<file path="src/rtl/ripemd160_hash_unit_defines.svh">
// ----------------------------------------------------------------------------
// RIPEMD-160 hash unit assertion macros
// Shared property macros for the checks at the end of the top level.
// ----------------------------------------------------------------------------
`ifndef RIPEMD160_HASH_UNIT_DEFINES_SVH
`define RIPEMD160_HASH_UNIT_DEFINES_SVH

// Same-cycle implication, sampled on clk_i and disabled during reset.
`define RMD_ASSERT_IMPLIES(name, ante, cons, msg) \
  name: assert property (@(posedge clk_i) disable iff (!rst_ni) (ante) |-> (cons)) \
    else $error(msg);

// Next-cycle implication, sampled on clk_i and disabled during reset.
`define RMD_ASSERT_NEXT(name, ante, cons, msg) \
  name: assert property (@(posedge clk_i) disable iff (!rst_ni) (ante) |=> (cons)) \
    else $error(msg);

`endif

</file>
<file path="src/rtl/rmd160_pkg.sv">
// ----------------------------------------------------------------------------
// RIPEMD-160 package
// Word and line types, round control, schedule tables and constants.
// ----------------------------------------------------------------------------
package rmd160_pkg;

  typedef logic [31:0] word_t;
  typedef logic [4:0][31:0] line_t;
  typedef logic [6:0] rnd_t;

  typedef enum logic [2:0] {
    FN_XOR,
    FN_CHOOSE,
    FN_ORNOT,
    FN_SELECT,
    FN_XORNOT
  } fn_e;

  typedef struct packed {
    fn_e        fn;
    word_t      k;
    logic [3:0] amt;
  } round_ctl_t;

  localparam int unsigned Rounds = 80;
  localparam rnd_t LastRound = rnd_t'(Rounds - 1);

  localparam logic [3:0] WL_IDX [Rounds] = '{
    4'd0, 4'd1, 4'd2, 4'd3, 4'd4, 4'd5, 4'd6, 4'd7,
    4'd8, 4'd9, 4'd10, 4'd11, 4'd12, 4'd13, 4'd14, 4'd15,
    4'd7, 4'd4, 4'd13, 4'd1, 4'd10, 4'd6, 4'd15, 4'd3,
    4'd12, 4'd0, 4'd9, 4'd5, 4'd2, 4'd14, 4'd11, 4'd8,
    4'd3, 4'd10, 4'd14, 4'd4, 4'd9, 4'd15, 4'd8, 4'd1,
    4'd2, 4'd7, 4'd0, 4'd6, 4'd13, 4'd11, 4'd5, 4'd12,
    4'd1, 4'd9, 4'd11, 4'd10, 4'd0, 4'd8, 4'd12, 4'd4,
    4'd13, 4'd3, 4'd7, 4'd15, 4'd14, 4'd5, 4'd6, 4'd2,
    4'd4, 4'd0, 4'd5, 4'd9, 4'd7, 4'd12, 4'd2, 4'd10,
    4'd14, 4'd1, 4'd3, 4'd8, 4'd11, 4'd6, 4'd15, 4'd13
  };

  localparam logic [3:0] WR_IDX [Rounds] = '{
    4'd5, 4'd14, 4'd7, 4'd0, 4'd9, 4'd2, 4'd11, 4'd4,
    4'd13, 4'd6, 4'd15, 4'd8, 4'd1, 4'd10, 4'd3, 4'd12,
    4'd6, 4'd11, 4'd3, 4'd7, 4'd0, 4'd13, 4'd5, 4'd10,
    4'd14, 4'd15, 4'd8, 4'd12, 4'd4, 4'd9, 4'd1, 4'd2,
    4'd15, 4'd5, 4'd1, 4'd3, 4'd7, 4'd14, 4'd6, 4'd9,
    4'd11, 4'd8, 4'd12, 4'd2, 4'd10, 4'd0, 4'd4, 4'd13,
    4'd8, 4'd6, 4'd4, 4'd1, 4'd3, 4'd11, 4'd15, 4'd0,
    4'd5, 4'd12, 4'd2, 4'd13, 4'd9, 4'd7, 4'd10, 4'd14,
    4'd12, 4'd15, 4'd10, 4'd4, 4'd1, 4'd5, 4'd8, 4'd7,
    4'd6, 4'd2, 4'd13, 4'd14, 4'd0, 4'd3, 4'd9, 4'd11
  };

  localparam logic [3:0] SL_AMT [Rounds] = '{
    4'd11, 4'd14, 4'd15, 4'd12, 4'd5, 4'd8, 4'd7, 4'd9,
    4'd11, 4'd13, 4'd14, 4'd15, 4'd6, 4'd7, 4'd9, 4'd8,
    4'd7, 4'd6, 4'd8, 4'd13, 4'd11, 4'd9, 4'd7, 4'd15,
    4'd7, 4'd12, 4'd15, 4'd9, 4'd11, 4'd7, 4'd13, 4'd12,
    4'd11, 4'd13, 4'd6, 4'd7, 4'd14, 4'd9, 4'd13, 4'd15,
    4'd14, 4'd8, 4'd13, 4'd6, 4'd5, 4'd12, 4'd7, 4'd5,
    4'd11, 4'd12, 4'd14, 4'd15, 4'd14, 4'd15, 4'd9, 4'd8,
    4'd9, 4'd14, 4'd5, 4'd6, 4'd8, 4'd6, 4'd5, 4'd12,
    4'd9, 4'd15, 4'd5, 4'd11, 4'd6, 4'd8, 4'd13, 4'd12,
    4'd5, 4'd12, 4'd13, 4'd14, 4'd11, 4'd8, 4'd5, 4'd6
  };

  localparam logic [3:0] SR_AMT [Rounds] = '{
    4'd8, 4'd9, 4'd9, 4'd11, 4'd13, 4'd15, 4'd15, 4'd5,
    4'd7, 4'd7, 4'd8, 4'd11, 4'd14, 4'd14, 4'd12, 4'd6,
    4'd9, 4'd13, 4'd15, 4'd7, 4'd12, 4'd8, 4'd9, 4'd11,
    4'd7, 4'd7, 4'd12, 4'd7, 4'd6, 4'd15, 4'd13, 4'd11,
    4'd9, 4'd7, 4'd15, 4'd11, 4'd8, 4'd6, 4'd6, 4'd14,
    4'd12, 4'd13, 4'd5, 4'd14, 4'd13, 4'd13, 4'd7, 4'd5,
    4'd15, 4'd5, 4'd8, 4'd11, 4'd14, 4'd14, 4'd6, 4'd14,
    4'd6, 4'd9, 4'd12, 4'd9, 4'd12, 4'd5, 4'd15, 4'd8,
    4'd8, 4'd5, 4'd12, 4'd9, 4'd12, 4'd5, 4'd14, 4'd6,
    4'd8, 4'd13, 4'd6, 4'd5, 4'd15, 4'd13, 4'd11, 4'd11
  };

  localparam word_t KL [5] = '{
    32'h00000000, 32'h5A827999, 32'h6ED9EBA1, 32'h8F1BBCDC, 32'hA953FD4E
  };

  localparam word_t KR [5] = '{
    32'h50A28BE6, 32'h5C4DD124, 32'h6D703EF3, 32'h7A6D76E9, 32'h00000000
  };

  localparam line_t INIT_CHAIN = {
    32'hC3D2E1F0, 32'h10325476, 32'h98BADCFE, 32'hEFCDAB89, 32'h67452301
  };

endpackage

</file>
<file path="src/rtl/rmd160_in_if.sv">
// ----------------------------------------------------------------------------
// RIPEMD-160 message channel
// Valid/ready channel that carries one message byte or end marker per transfer.
// ----------------------------------------------------------------------------
interface rmd160_in_if;

  logic       valid;
  logic       ready;
  logic [7:0] data_byte;
  logic       byte_present;
  logic       end_of_message;

  modport source (
    output valid, data_byte, byte_present, end_of_message,
    input  ready
  );

  modport sink (
    input  valid, data_byte, byte_present, end_of_message,
    output ready
  );

endinterface

</file>
<file path="src/rtl/rmd160_out_if.sv">
// ----------------------------------------------------------------------------
// RIPEMD-160 digest channel
// Valid/ready channel that carries one digest word per transfer.
// ----------------------------------------------------------------------------
interface rmd160_out_if;

  logic        valid;
  logic        ready;
  logic [31:0] digest_word;
  logic [2:0]  word_index;
  logic        last_word;

  modport source (
    output valid, digest_word, word_index, last_word,
    input  ready
  );

  modport sink (
    input  valid, digest_word, word_index, last_word,
    output ready
  );

endinterface

</file>
<file path="src/rtl/rmd160_round.sv">
// ----------------------------------------------------------------------------
// RIPEMD-160 round lane
// One step of a compression line: boolean function, add, rotate, shift.
// ----------------------------------------------------------------------------
module rmd160_round (
  input  rmd160_pkg::line_t      regs_i,
  input  rmd160_pkg::word_t      word_i,
  input  rmd160_pkg::round_ctl_t ctl_i,
  output rmd160_pkg::line_t      regs_o
);
  import rmd160_pkg::*;

  word_t       x;
  word_t       y;
  word_t       z;
  word_t       f;
  word_t       sum;
  logic [63:0] dbl;

  assign x = regs_i[1];
  assign y = regs_i[2];
  assign z = regs_i[3];

  always_comb begin
    unique case (ctl_i.fn)
      FN_XOR:    f = x ^ y ^ z;
      FN_CHOOSE: f = (x & y) | (~x & z);
      FN_ORNOT:  f = (x | ~y) ^ z;
      FN_SELECT: f = (x & z) | (y & ~z);
      FN_XORNOT: f = x ^ (y | ~z);
      default:   f = x ^ y ^ z;
    endcase
  end

  assign sum = regs_i[0] + f + word_i + ctl_i.k;
  assign dbl = {sum, sum} << ctl_i.amt;

  assign regs_o[1] = dbl[63:32] + regs_i[4];
  assign regs_o[0] = regs_i[4];
  assign regs_o[4] = regs_i[3];
  assign regs_o[3] = {regs_i[2][21:0], regs_i[2][31:22]};
  assign regs_o[2] = regs_i[1];

endmodule

</file>
<file path="src/rtl/rmd160_block_mem.sv">
// ----------------------------------------------------------------------------
// RIPEMD-160 block memory
// Sixteen-word message block with one write port and two scheduled reads.
// ----------------------------------------------------------------------------
module rmd160_block_mem (
  input  logic              clk_i,
  input  logic              wr_en_i,
  input  logic [3:0]        wr_addr_i,
  input  rmd160_pkg::word_t wr_data_i,
  input  rmd160_pkg::rnd_t  rnd_i,
  output rmd160_pkg::word_t rd_left_o,
  output rmd160_pkg::word_t rd_right_o
);
  import rmd160_pkg::*;

  word_t      mem_q [16];
  word_t      rd_left_q;
  word_t      rd_right_q;
  logic [3:0] addr_l;
  logic [3:0] addr_r;

  assign addr_l = WL_IDX[rnd_i];
  assign addr_r = WR_IDX[rnd_i];

  always_ff @(posedge clk_i) begin
    if (wr_en_i) begin
      mem_q[wr_addr_i] <= wr_data_i;
    end
    rd_left_q  <= mem_q[addr_l];
    rd_right_q <= mem_q[addr_r];
  end

  assign rd_left_o  = rd_left_q;
  assign rd_right_o = rd_right_q;

endmodule

</file>
<file path="src/rtl/ripemd160_hash_unit.sv">
// ----------------------------------------------------------------------------
// RIPEMD-160 hash unit
// Byte-serial RIPEMD-160 digest engine with one round datapath per lane, reused for every round.
// ----------------------------------------------------------------------------
// Message items arrive on msg_i, one byte per transfer, with byte_present
// and end_of_message flags. An item that ends the message may carry no byte.
// Bytes are taken back to back while the unit is idle. When a byte fills
// the 64-byte block, the unit runs a compression: a load step, 80 rounds
// with the left and right lanes working side by side, and a fold of the
// lines into the chaining words. ready stays low meanwhile.
// At the end of a message the padding words are written one per cycle and
// one more step closes the zero fill; a compression follows. If the length
// does not fit in the current block, the marker and zero fill end that
// block, a compression follows, and a second block of zeros and length
// words comes before the last one.
// The five digest words then appear on dig_o, h0 first, with last_word set
// on h4. A stalled receiver holds the unit in that state with the word
// stable. After h4 is transferred, the chaining words and byte count return
// to their initial values and msg_i is ready again. Reset is asynchronous.
// ----------------------------------------------------------------------------
`include "ripemd160_hash_unit_defines.svh"

module ripemd160_hash_unit (
  input logic           clk_i,
  input logic           rst_ni,
  rmd160_in_if.sink     msg_i,
  rmd160_out_if.source  dig_o
);
  import rmd160_pkg::*;

  typedef enum logic [3:0] {
    ST_IDLE,
    ST_MARK,
    ST_ZERO,
    ST_LEN_LO,
    ST_LEN_HI,
    ST_LOAD,
    ST_ROUND,
    ST_FOLD,
    ST_EMIT
  } state_e;

  localparam logic [4:0] LenWordLo = 5'd14;
  localparam logic [4:0] BlockWords = 5'd16;
  localparam logic [3:0] LenAddrLo = 4'd14;
  localparam logic [3:0] LenAddrHi = 4'd15;
  localparam logic [5:0] LastPos = 6'd63;
  localparam logic [2:0] LastWord = 3'd4;

  state_e      state_q, state_d;
  logic [63:0] count_q, count_d;
  word_t       acc_q, acc_d;
  logic [4:0]  wp_q, wp_d;
  logic        extra_q, extra_d;
  logic        finish_q, finish_d;
  logic        eom_pend_q, eom_pend_d;
  rnd_t        rnd_q, rnd_d;
  logic [2:0]  emit_q, emit_d;
  line_t       chain_q, chain_d;
  line_t       left_q, left_d;
  line_t       right_q, right_d;

  logic        mem_we;
  logic [3:0]  mem_wa;
  word_t       mem_wd;
  word_t       word_l;
  word_t       word_r;
  round_ctl_t  ctl_l;
  round_ctl_t  ctl_r;
  line_t       left_nxt;
  line_t       right_nxt;

  logic [5:0]  pos;
  logic [4:0]  lane_sh;
  word_t       byte_word;
  word_t       mark_word;
  logic [63:0] bit_len;

  assign pos       = count_q[5:0];
  assign lane_sh   = {pos[1:0], 3'b000};
  assign byte_word = ((pos[1:0] == 2'd0) ? '0 : acc_q)
                   | ({24'd0, msg_i.data_byte} << lane_sh);
  assign mark_word = ((pos[1:0] == 2'd0) ? '0 : acc_q) | (32'h0000_0080 << lane_sh);
  assign bit_len   = {count_q[60:0], 3'b000};

  assign ctl_l.fn  = fn_e'(rnd_q[6:4]);
  assign ctl_l.k   = KL[rnd_q[6:4]];
  assign ctl_l.amt = SL_AMT[rnd_q];
  assign ctl_r.fn  = fn_e'(3'd4 - rnd_q[6:4]);
  assign ctl_r.k   = KR[rnd_q[6:4]];
  assign ctl_r.amt = SR_AMT[rnd_q];

  rmd160_block_mem u_mem (
    .clk_i      (clk_i),
    .wr_en_i    (mem_we),
    .wr_addr_i  (mem_wa),
    .wr_data_i  (mem_wd),
    .rnd_i      (rnd_d),
    .rd_left_o  (word_l),
    .rd_right_o (word_r)
  );

  rmd160_round u_left (
    .regs_i (left_q),
    .word_i (word_l),
    .ctl_i  (ctl_l),
    .regs_o (left_nxt)
  );

  rmd160_round u_right (
    .regs_i (right_q),
    .word_i (word_r),
    .ctl_i  (ctl_r),
    .regs_o (right_nxt)
  );

  always_comb begin
    state_d    = state_q;
    count_d    = count_q;
    acc_d      = acc_q;
    wp_d       = wp_q;
    extra_d    = extra_q;
    finish_d   = finish_q;
    eom_pend_d = eom_pend_q;
    rnd_d      = rnd_q;
    emit_d     = emit_q;
    chain_d    = chain_q;
    left_d     = left_q;
    right_d    = right_q;
    mem_we     = 1'b0;
    mem_wa     = '0;
    mem_wd     = '0;

    unique case (state_q)
      ST_IDLE: begin
        if (msg_i.valid) begin
          if (msg_i.byte_present) begin
            acc_d   = byte_word;
            mem_we  = 1'b1;
            mem_wa  = pos[5:2];
            mem_wd  = byte_word;
            count_d = count_q + 64'd1;
            if (pos == LastPos) begin
              eom_pend_d = msg_i.end_of_message;
              state_d    = ST_LOAD;
            end else if (msg_i.end_of_message) begin
              state_d = ST_MARK;
            end
          end else if (msg_i.end_of_message) begin
            state_d = ST_MARK;
          end
        end
      end
      ST_MARK: begin
        mem_we  = 1'b1;
        mem_wa  = pos[5:2];
        mem_wd  = mark_word;
        wp_d    = {1'b0, pos[5:2]} + 5'd1;
        extra_d = (pos[5:3] == 3'b111);
        state_d = ST_ZERO;
      end
      ST_ZERO: begin
        if (wp_q < (extra_q ? BlockWords : LenWordLo)) begin
          mem_we = 1'b1;
          mem_wa = wp_q[3:0];
          wp_d   = wp_q + 5'd1;
        end else if (extra_q) begin
          state_d = ST_LOAD;
        end else begin
          state_d = ST_LEN_LO;
        end
      end
      ST_LEN_LO: begin
        mem_we  = 1'b1;
        mem_wa  = LenAddrLo;
        mem_wd  = bit_len[31:0];
        state_d = ST_LEN_HI;
      end
      ST_LEN_HI: begin
        mem_we   = 1'b1;
        mem_wa   = LenAddrHi;
        mem_wd   = bit_len[63:32];
        finish_d = 1'b1;
        state_d  = ST_LOAD;
      end
      ST_LOAD: begin
        left_d  = chain_q;
        right_d = chain_q;
        rnd_d   = '0;
        state_d = ST_ROUND;
      end
      ST_ROUND: begin
        left_d  = left_nxt;
        right_d = right_nxt;
        if (rnd_q == LastRound) begin
          rnd_d   = '0;
          state_d = ST_FOLD;
        end else begin
          rnd_d = rnd_q + 7'd1;
        end
      end
      ST_FOLD: begin
        chain_d[0] = chain_q[1] + left_q[2] + right_q[3];
        chain_d[1] = chain_q[2] + left_q[3] + right_q[4];
        chain_d[2] = chain_q[3] + left_q[4] + right_q[0];
        chain_d[3] = chain_q[4] + left_q[0] + right_q[1];
        chain_d[4] = chain_q[0] + left_q[1] + right_q[2];
        priority if (finish_q) begin
          finish_d = 1'b0;
          emit_d   = '0;
          state_d  = ST_EMIT;
        end else if (extra_q) begin
          extra_d = 1'b0;
          wp_d    = '0;
          state_d = ST_ZERO;
        end else if (eom_pend_q) begin
          eom_pend_d = 1'b0;
          state_d    = ST_MARK;
        end else begin
          state_d = ST_IDLE;
        end
      end
      ST_EMIT: begin
        if (dig_o.ready) begin
          if (emit_q == LastWord) begin
            emit_d  = '0;
            chain_d = INIT_CHAIN;
            count_d = '0;
            state_d = ST_IDLE;
          end else begin
            emit_d = emit_q + 3'd1;
          end
        end
      end
      default: state_d = ST_IDLE;
    endcase
  end

  always_ff @(posedge clk_i or negedge rst_ni) begin
    if (!rst_ni) begin
      state_q    <= ST_IDLE;
      count_q    <= '0;
      acc_q      <= '0;
      wp_q       <= '0;
      extra_q    <= 1'b0;
      finish_q   <= 1'b0;
      eom_pend_q <= 1'b0;
      rnd_q      <= '0;
      emit_q     <= '0;
      chain_q    <= INIT_CHAIN;
      left_q     <= '0;
      right_q    <= '0;
    end else begin
      state_q    <= state_d;
      count_q    <= count_d;
      acc_q      <= acc_d;
      wp_q       <= wp_d;
      extra_q    <= extra_d;
      finish_q   <= finish_d;
      eom_pend_q <= eom_pend_d;
      rnd_q      <= rnd_d;
      emit_q     <= emit_d;
      chain_q    <= chain_d;
      left_q     <= left_d;
      right_q    <= right_d;
    end
  end

  assign msg_i.ready       = (state_q == ST_IDLE);
  assign dig_o.valid       = (state_q == ST_EMIT);
  assign dig_o.digest_word = chain_q[emit_q];
  assign dig_o.word_index  = emit_q;
  assign dig_o.last_word   = (emit_q == LastWord);

  `RMD_ASSERT_IMPLIES(a_no_overlap, msg_i.ready, !dig_o.valid, "Input ready while digest pending")
  `RMD_ASSERT_NEXT(a_restart, dig_o.valid && dig_o.ready && dig_o.last_word, msg_i.ready && (count_q == '0) && (chain_q == INIT_CHAIN), "State not restored after digest")
  `RMD_ASSERT_IMPLIES(a_fold_order, state_q == ST_FOLD, $past(state_q) == ST_ROUND && $past(rnd_q) == LastRound, "Fold without a full set of rounds")

endmodule
</file>
<file path="src/flat_wrapper.sv">
// flat-port wrapper written by rule: the top's interface ports become plain ports
module ripemd160_hash_unit_flat import rmd160_pkg::*;
  (clk_i, rst_ni, msg_i_valid, msg_i_data_byte, msg_i_byte_present, msg_i_end_of_message, msg_i_ready, dig_o_valid, dig_o_digest_word, dig_o_word_index, dig_o_last_word, dig_o_ready);
  rmd160_in_if msg_i_i ();
  rmd160_out_if dig_o_i ();
  input logic clk_i;
  input logic rst_ni;
  input wire logic [$bits(msg_i_i.valid)-1:0] msg_i_valid;
  input wire logic [$bits(msg_i_i.data_byte)-1:0] msg_i_data_byte;
  input wire logic [$bits(msg_i_i.byte_present)-1:0] msg_i_byte_present;
  input wire logic [$bits(msg_i_i.end_of_message)-1:0] msg_i_end_of_message;
  output wire logic [$bits(msg_i_i.ready)-1:0] msg_i_ready;
  output wire logic [$bits(dig_o_i.valid)-1:0] dig_o_valid;
  output wire logic [$bits(dig_o_i.digest_word)-1:0] dig_o_digest_word;
  output wire logic [$bits(dig_o_i.word_index)-1:0] dig_o_word_index;
  output wire logic [$bits(dig_o_i.last_word)-1:0] dig_o_last_word;
  input wire logic [$bits(dig_o_i.ready)-1:0] dig_o_ready;
  assign msg_i_i.valid = msg_i_valid;
  assign msg_i_i.data_byte = msg_i_data_byte;
  assign msg_i_i.byte_present = msg_i_byte_present;
  assign msg_i_i.end_of_message = msg_i_end_of_message;
  assign msg_i_ready = msg_i_i.ready;
  assign dig_o_valid = dig_o_i.valid;
  assign dig_o_digest_word = dig_o_i.digest_word;
  assign dig_o_word_index = dig_o_i.word_index;
  assign dig_o_last_word = dig_o_i.last_word;
  assign dig_o_i.ready = dig_o_ready;
  ripemd160_hash_unit u_core (.clk_i(clk_i), .rst_ni(rst_ni), .msg_i(msg_i_i), .dig_o(dig_o_i));
endmodule
</file>
<file path="config.mk">
export PLATFORM = sky130hd
export DESIGN_NAME = ripemd160_hash_unit_flat
export DESIGN_NICKNAME = d
export VERILOG_FILES = /design/src/rtl/rmd160_pkg.sv /design/src/rtl/rmd160_in_if.sv /design/src/rtl/rmd160_out_if.sv /design/src/rtl/rmd160_round.sv /design/src/rtl/rmd160_block_mem.sv /design/src/rtl/ripemd160_hash_unit.sv /design/src/flat_wrapper.sv
export VERILOG_INCLUDE_DIRS = /design/src /design/src/rtl
export SDC_FILE = /design/constraint.sdc
export NUM_CORES = 2
export LEC_CHECK = 0
export BUFFER_PORTS_ARGS = -buffer_cell sky130_fd_sc_hd__buf_4
export CAP_MARGIN = 30
export CELL_PAD_IN_SITES_DETAIL_PLACEMENT = 1
export CELL_PAD_IN_SITES_GLOBAL_PLACEMENT = 2
export CORE_AREA = 8 8 439 441
export CTS_CLUSTER_DIAMETER = 60
export DETAILED_ROUTE_END_ITERATION = 6
export DIE_AREA = 0 0 447 449
export HOLD_SLACK_MARGIN = 0.08
export PLACE_DENSITY = 0.83
export SLEW_MARGIN = 20
export SYNTH_ARGS = -nofsm -noshare
export SYNTH_HDL_FRONTEND = slang
export SYNTH_SLANG_ARGS = --single-unit
</file>
<file path="constraint.sdc">
create_clock -name clk_i -period 17.05 [get_ports clk_i]
set_input_delay 3.41 -clock clk_i [delete_from_list [all_inputs] [get_ports clk_i]]
set_output_delay 3.41 -clock clk_i [all_outputs]
set_load 0.01 [all_outputs]
</file>
Word level (Yosys, flattened, before mapping). Memory sizes are Yosys's and may differ from the RTL's. A register that Yosys moved wholly into a read port is not among the register bits. Cells that the tools add are included.

Register bits: 598. Latch bits: 0. Memory bits (writable): 512. Memory bits (read-only): 2560. Input port bits: 14. Logic and storage cells: 222. Memories kept: 7.

Memories: (name not given) (depth 128, bits a word 4, read ports 1, clocked after Yosys merged registers in 0, write ports 0, line ripemd160_hash_unit.sv:88) `assign ctl_l.amt = SL_AMT[rnd_q];`; (name not given) (depth 128, bits a word 4, read ports 1, clocked after Yosys merged registers in 0, write ports 0, line rmd160_block_mem.sv:23) `assign addr_r = WR_IDX[rnd_i];`; (name not given) (depth 128, bits a word 4, read ports 1, clocked after Yosys merged registers in 0, write ports 0, line rmd160_block_mem.sv:22) `assign addr_l = WL_IDX[rnd_i];`; (name not given) (depth 128, bits a word 4, read ports 1, clocked after Yosys merged registers in 0, write ports 0, line ripemd160_hash_unit.sv:91) `assign ctl_r.amt = SR_AMT[rnd_q];`; u_core.u_mem.mem_q (depth 16, bits a word 32, read ports 2, clocked after Yosys merged registers in 2, write ports 1, line rmd160_block_mem.sv:16) `word_t mem_q [16];`; (name not given) (depth 8, bits a word 32, read ports 1, clocked after Yosys merged registers in 0, write ports 0, line ripemd160_hash_unit.sv:90) `assign ctl_r.k = KR[rnd_q[6:4]];`; +1 memories.

$add $sub $neg: 24. Multipliers: 0. Divide/modulo/power cells: 0. Order comparisons: 5. Equality and inequality tests: 32. Shift operators: 4. Mux-type cells: 73. Bitwise gates (word level): 35. Reductions and logical operators: 18.

Operators with widths (number): $pmux W160 S2 (3); $add A32 B32 Y32 (18); $pmux W32 S4 (3); $mux W160 (2); $or A32 B32 Y32 (10); $and A32 B32 Y32 (8); $mux W32 (8); $mux W64 (4); $xor A32 B32 Y32 (8); $not A32 Y32 (6); $pmux W64 S2 (1); $shl A64 B4 Y64 (2); $bmux W32 S3 (1); $mux W4 (21); $add A64 B1 Y64 const B (1); $pmux W4 S9 (1); $shl A8 B5 Y32 (1); $shl A8 B5 Y32 const A (1); $mux W5 (4); $pmux W4 S5 (1); $eq A4 B3 Y1 const B (4); $ge A8 B8 Y1 const B (2); $not A7 Y8 (2); $pmux W5 S3 (1); other kinds (36) (78).

Logic depth before layout (Yosys ltp).
Depth after elaboration: 10. Mapped depth: 46.

Cells and area by module. Synthesis repeated with hierarchy kept, for this count alone.

Cell total of the unflattened synthesis: 10407. Area, all modules: 97527.3 sq um.

Modules (own cells, without submodules): ripemd160_hash_unit (times used 1, cells each 4411, area an instance 39584.2 sq um, sequential area each 14989.4 sq um); rmd160_block_mem (times used 1, cells each 3233, area an instance 36623.9 sq um, sequential area each 16656.0 sq um); rmd160_round (u_core.u_right) (times used 1, cells each 1387, area an instance 10716.5 sq um, sequential area each 0.0 sq um); rmd160_round (u_core.u_left) (times used 1, cells each 1376, area an instance 10602.7 sq um, sequential area each 0.0 sq um).

Least setup slack after synthesis. Ideal clock, no wire load.

Kind: register -> register. From: register u_core.rnd_q[4]. To: register u_core.left_q[62] (netlist name). Data arrival time: 9.541 ns. Slack: 7.439 ns. Cell stages (with the launch flop): 42. Path buffers: 4. Period minus slack after synthesis: 9.611 ns. Path through: dfrtp_1 > buf_2 > buf_2 > inv_1 > ha_1 > nor2b_1 > clkbuf_1 > clkbuf_1 > mux2i_1 > xor2_1 > a221o_1 > fa_1 > inv_1 > fa_1 > inv_1 > ha_1 > a21o_1 > a21o_1 > (+6 left out) > mux2i_1 > mux2i_1 > mux2i_1 > mux2i_1 > ha_1 > fa_1 > a21o_1 > a21o_1 > a21oi_1 > o21bai_1 > a31o_2 > a2111oi_0 > o31a_1 > o21ai_0 > a31oi_1 > o21bai_1 > or4b_2 > nand3_1.

Word-level cells in the longest chain between the ends: 8. Elaborated cells between the ends (all ways): 19. Classes of those cells: add/sub: 4; eq/ne: 4; shift: 1; mux: 6; bitwise: 2; memory: 2.

Ends and longest elaborated chain: start, declared (line ripemd160_hash_unit.sv:57) `rnd_t rnd_q, rnd_d;`; start signal, assigned (line ripemd160_hash_unit.sv:261) `rnd_q <= rnd_d;`; $eq A3 B3 Y1 (tied with other cells) (line rmd160_round.sv:25) `unique case (ctl_i.fn)`; $pmux W32 S4 or $mem_v2 Z8 W32 (tied branches); $add A32 B32 Y32 or $mux W32 (tied branches) (2 in series) (line rmd160_round.sv:35, ripemd160_hash_unit.sv:87); $add A32 B32 Y32 (line rmd160_round.sv:35) `assign sum = regs_i[0] + f + word_i + ctl_i.k;`; $shl A64 B4 Y64 (*) (line rmd160_round.sv:36) `assign dbl = {sum, sum} << ctl_i.amt;`; $add A32 B32 Y32 (*) (line rmd160_round.sv:38) `assign regs_o[1] = dbl[63:32] + regs_i[4];`; $pmux W160 S2 (*) (line ripemd160_hash_unit.sv:134) `unique case (state_q)`; end signal, assigned (line ripemd160_hash_unit.sv:264) `left_q <= left_d;`; end, declared (line ripemd160_hash_unit.sv:60) `line_t left_q, left_d;`.

Every way passes the cells marked *; elsewhere a longest branch is shown, timed or not. The select of a mux whose other input is x is not followed. A chain may end at the register's enable or synchronous reset.

Worst setup path after layout.
From: register u_core.rnd_q[5]. To: register u_core.left_q[62] (netlist name).

The elaborated chain is that of the path after synthesis.

==> metrics.cfg <==
[clock_network]
post_cts_resized=0
h-tree-depth=4
clkLatencyLatePin_ns=0.89
cts_root_buf=clkbuf_16
path_clk_slew_ns=0.06
clock_path_buffers=3
cts_tree=built
hold_buffers=0
cts_buffers=153
cts.sinks=1171
cts_setup_buffers=0

[sta]
worst_pin_slew_ns=1.10
fmax_ghz=0.0753
slew_headroom_pct=26.1
tns_ns=0
finalSetupViolations=0
rsz0062_at_grt=false
maxSlewViolCount=0
fin_crit_ns=13.27
fin_worst_skew_ns=0.0649
hold_ws_ns=0.500
period_share_pct=77.8
setup_ws_ns=3.78
finalHoldViolations=0

[floorplanning]
fp-row-count=159
die-area_um2=201000
start_util_pct=44.6
ios=52
dieHeight_um=449
die_width_um=447
core_area_um2=186000

[synth]
syn_area_um2=83000
synth_flop_cell=dfrtp_1
synth-async-reset-ratio_pct=50.8
yosysTopAreaCellShare_pct=18.5
ys_warn_count=0
ys_seq_area_share_pct=38.1
synth.distinct_cells=107
synthAdderAreaFrac_pct=12.5
yosysMostFrequentCell=nand2_1
synth_largest_area_cell=edfxtp_1
synth_nets=9500
syn_area_per_cell_um2=9.40
synth_edf_count=512
synth_mux_area_share_pct=5.88
synth-seq-cells=1171
synthXorXnorAreaFrac_pct=3.93
yosys.area_share.simple_pct=13.6
syn_inst=8830
synth_top_family_by_area=compound AO/OA/AOI/OAI gates
ys_top_cells_by_count=nand2_1 (1258), a21oi_1 (793), o21ai_0 (627)
synth-compound-area-share_pct=21.1
yosys-top-cells-area=edfxtp_1 (19%), dfrtp_1 (16%), fa_1 (6.8%)

[setup_path]
crit_path_start_kind=flop
crit_path_frequent_cell=mux2i_1
worst_path_max_delay_cell=a2111oi_1
end_kind=flop
crit_required_ns=17.81
critical_path_arrival_ns=14.04
max_stage_delay_ns=1.00
cp_max_fo=41
setup.worst_path.class=reg -> reg

[routing]
antenna_left=0
initialDrtViolationCount=6749
vias=72814
vias_per_cell=6.46
wl_per_cell_um=32.8
dr.pass1.iters=6
drcViolationCount=0
wl_um=370000

[placed_design]
port_buffers=51
dp_hpwl_um=269000
pre_cts_ws_ns=4.18
place_congestion=0.993

[global_routing]
grt_pass1_vias=75130
grt_pass1_wl_um=532000
grtUsageTotal_pct=35.8
antenna_found_initial=17
grt_max_degree=193
grt.overflow.total=0

[layout]
final_nets=9311
area_growth_pct=10.0
drive_gt1_share_pct=8.45
fill_cells=20838

[run_status]
status=completed

[run]
drv_cap=0

[hold_path]
worst_hold_path_type=reg -> reg

[through the flow]
step	cell area (um2)	util, %	std cells
final	91400	49.1	11268
after global routing	91400	49.1	11266
after CTS	91300	49.0	11259
after detailed placement	85900	46.1	10976
after global placement	85800	46.1	10972
after floorplan	83000	-	8830
[final timing paths]
path                            slack, ns        startpoint  cells after the start                          to
worst max-delay path                 3.78   u_core.rnd_q[5]                     36           u_core.left_q[62]
worst min-delay path                 0.50  u_core.acc_q[12]                      1            u_core.acc_q[12]
worst max register to register       3.78   u_core.rnd_q[5]                     36           u_core.left_q[62]
worst min register to register       0.50  u_core.acc_q[12]                      1            u_core.acc_q[12]
max in group asynchronous           11.36            rst_ni                      5  u_core.dig_o.word_index[0]
min in group asynchronous            2.53            rst_ni                      1          u_core.right_q[68]
[area by class of cell]
class / count / area (um2) / share of cell area, %
multi-input combinational: 6619 / 47700 / 52.2
sequential: 1171 / 31600 / 34.6
clock buffer: 205 / 4280 / 4.68
tap: 2495 / 3120 / 3.42
inverter: 501 / 1880 / 2.06
timing repair buffer: 195 / 1640 / 1.80
clock inverter: 78 / 1120 / 1.23
antenna: 4 / 10.0 / 0.0110
[layer usage]
layer	track usage [%]	up-vias	share of wire [%]
met5	0	-	0.017
met3	6.96	875	6.9
met4	20.3	8	6.8
met2	57.9	2896	46
met1	44.8	37469	40
li1	-	31566	-
[placed cells by master (no fill, tap or decap), types with 44 or more instances in the layout]
| master | n |
|---|---|
| mux2i_1 | 388 |
| a211oi_1 | 194 |
| o21ai_0 | 627 |
| nand3_1 | 212 |
| buf_4 | 180 |
| a221o_1 | 85 |
| edfxtp_1 | 512 |
| nand2b_1 | 55 |
| a22o_1 | 44 |
| clkbuf_16 | 155 |
| dfxtp_1 | 64 |
| a21o_1 | 136 |
| a32oi_1 | 69 |
| fa_1 | 284 |
| nand2_1 | 1255 |
| xnor2_1 | 181 |
| nor2b_1 | 104 |
| dfstp_2 | 80 |
| nor3_1 | 68 |
| and2_1 | 150 |
| ha_1 | 372 |
| nand4_1 | 64 |
| xor2_1 | 190 |
| nor2_1 | 350 |
| and3_1 | 75 |
| a32o_1 | 68 |
| dfrtp_1 | 513 |
| a21oi_1 | 791 |
| o211ai_1 | 152 |
| o21a_1 | 46 |
| a22oi_1 | 66 |
| inv_1 | 489 |
[worst max-delay path: cells and delay by family (launching register included)]
kind / cells / cell delay [ns]
flops: 1 / 0.61
xor+xnor: 1 / 0.24
compound gates: 16 / 5.14
buf+inv: 4 / 1.38
fa+ha+maj: 6 / 2.78
simple gates: 5 / 2.11
mux: 4 / 0.86
[state kept, by name, summed over array words and instances, names as in the netlist]
name / flops
u_core.acc_q: 32
u_core.chain_q: 160
u_core.count_q: 61
u_core.dig_o.word_index: 3
u_core.eom_pend_q: 1
u_core.extra_q: 1
u_core.finish_q: 1
u_core.left_q: 160
u_core.right_q: 160
u_core.rnd_q: 7
u_core.state_q: 4
u_core.u_mem.mem_q: 512
u_core.u_mem.rd_left_o: 32
u_core.u_mem.rd_right_o: 32
u_core.wp_q: 5
[kinds of logic after synthesis]
group,count (synthesis)
buffers and inverters,1040
adder cells (fa/ha/maj),656
AND/OR/NAND/NOR,2488
multiplexers,443
flip-flops,1171
XOR/XNOR,372
AO/OA/AOI/OAI,2660
Power is left out: the tool's default activity adds up to more than one toggle a clock period on the data nets, which glitch-free logic cannot reach.
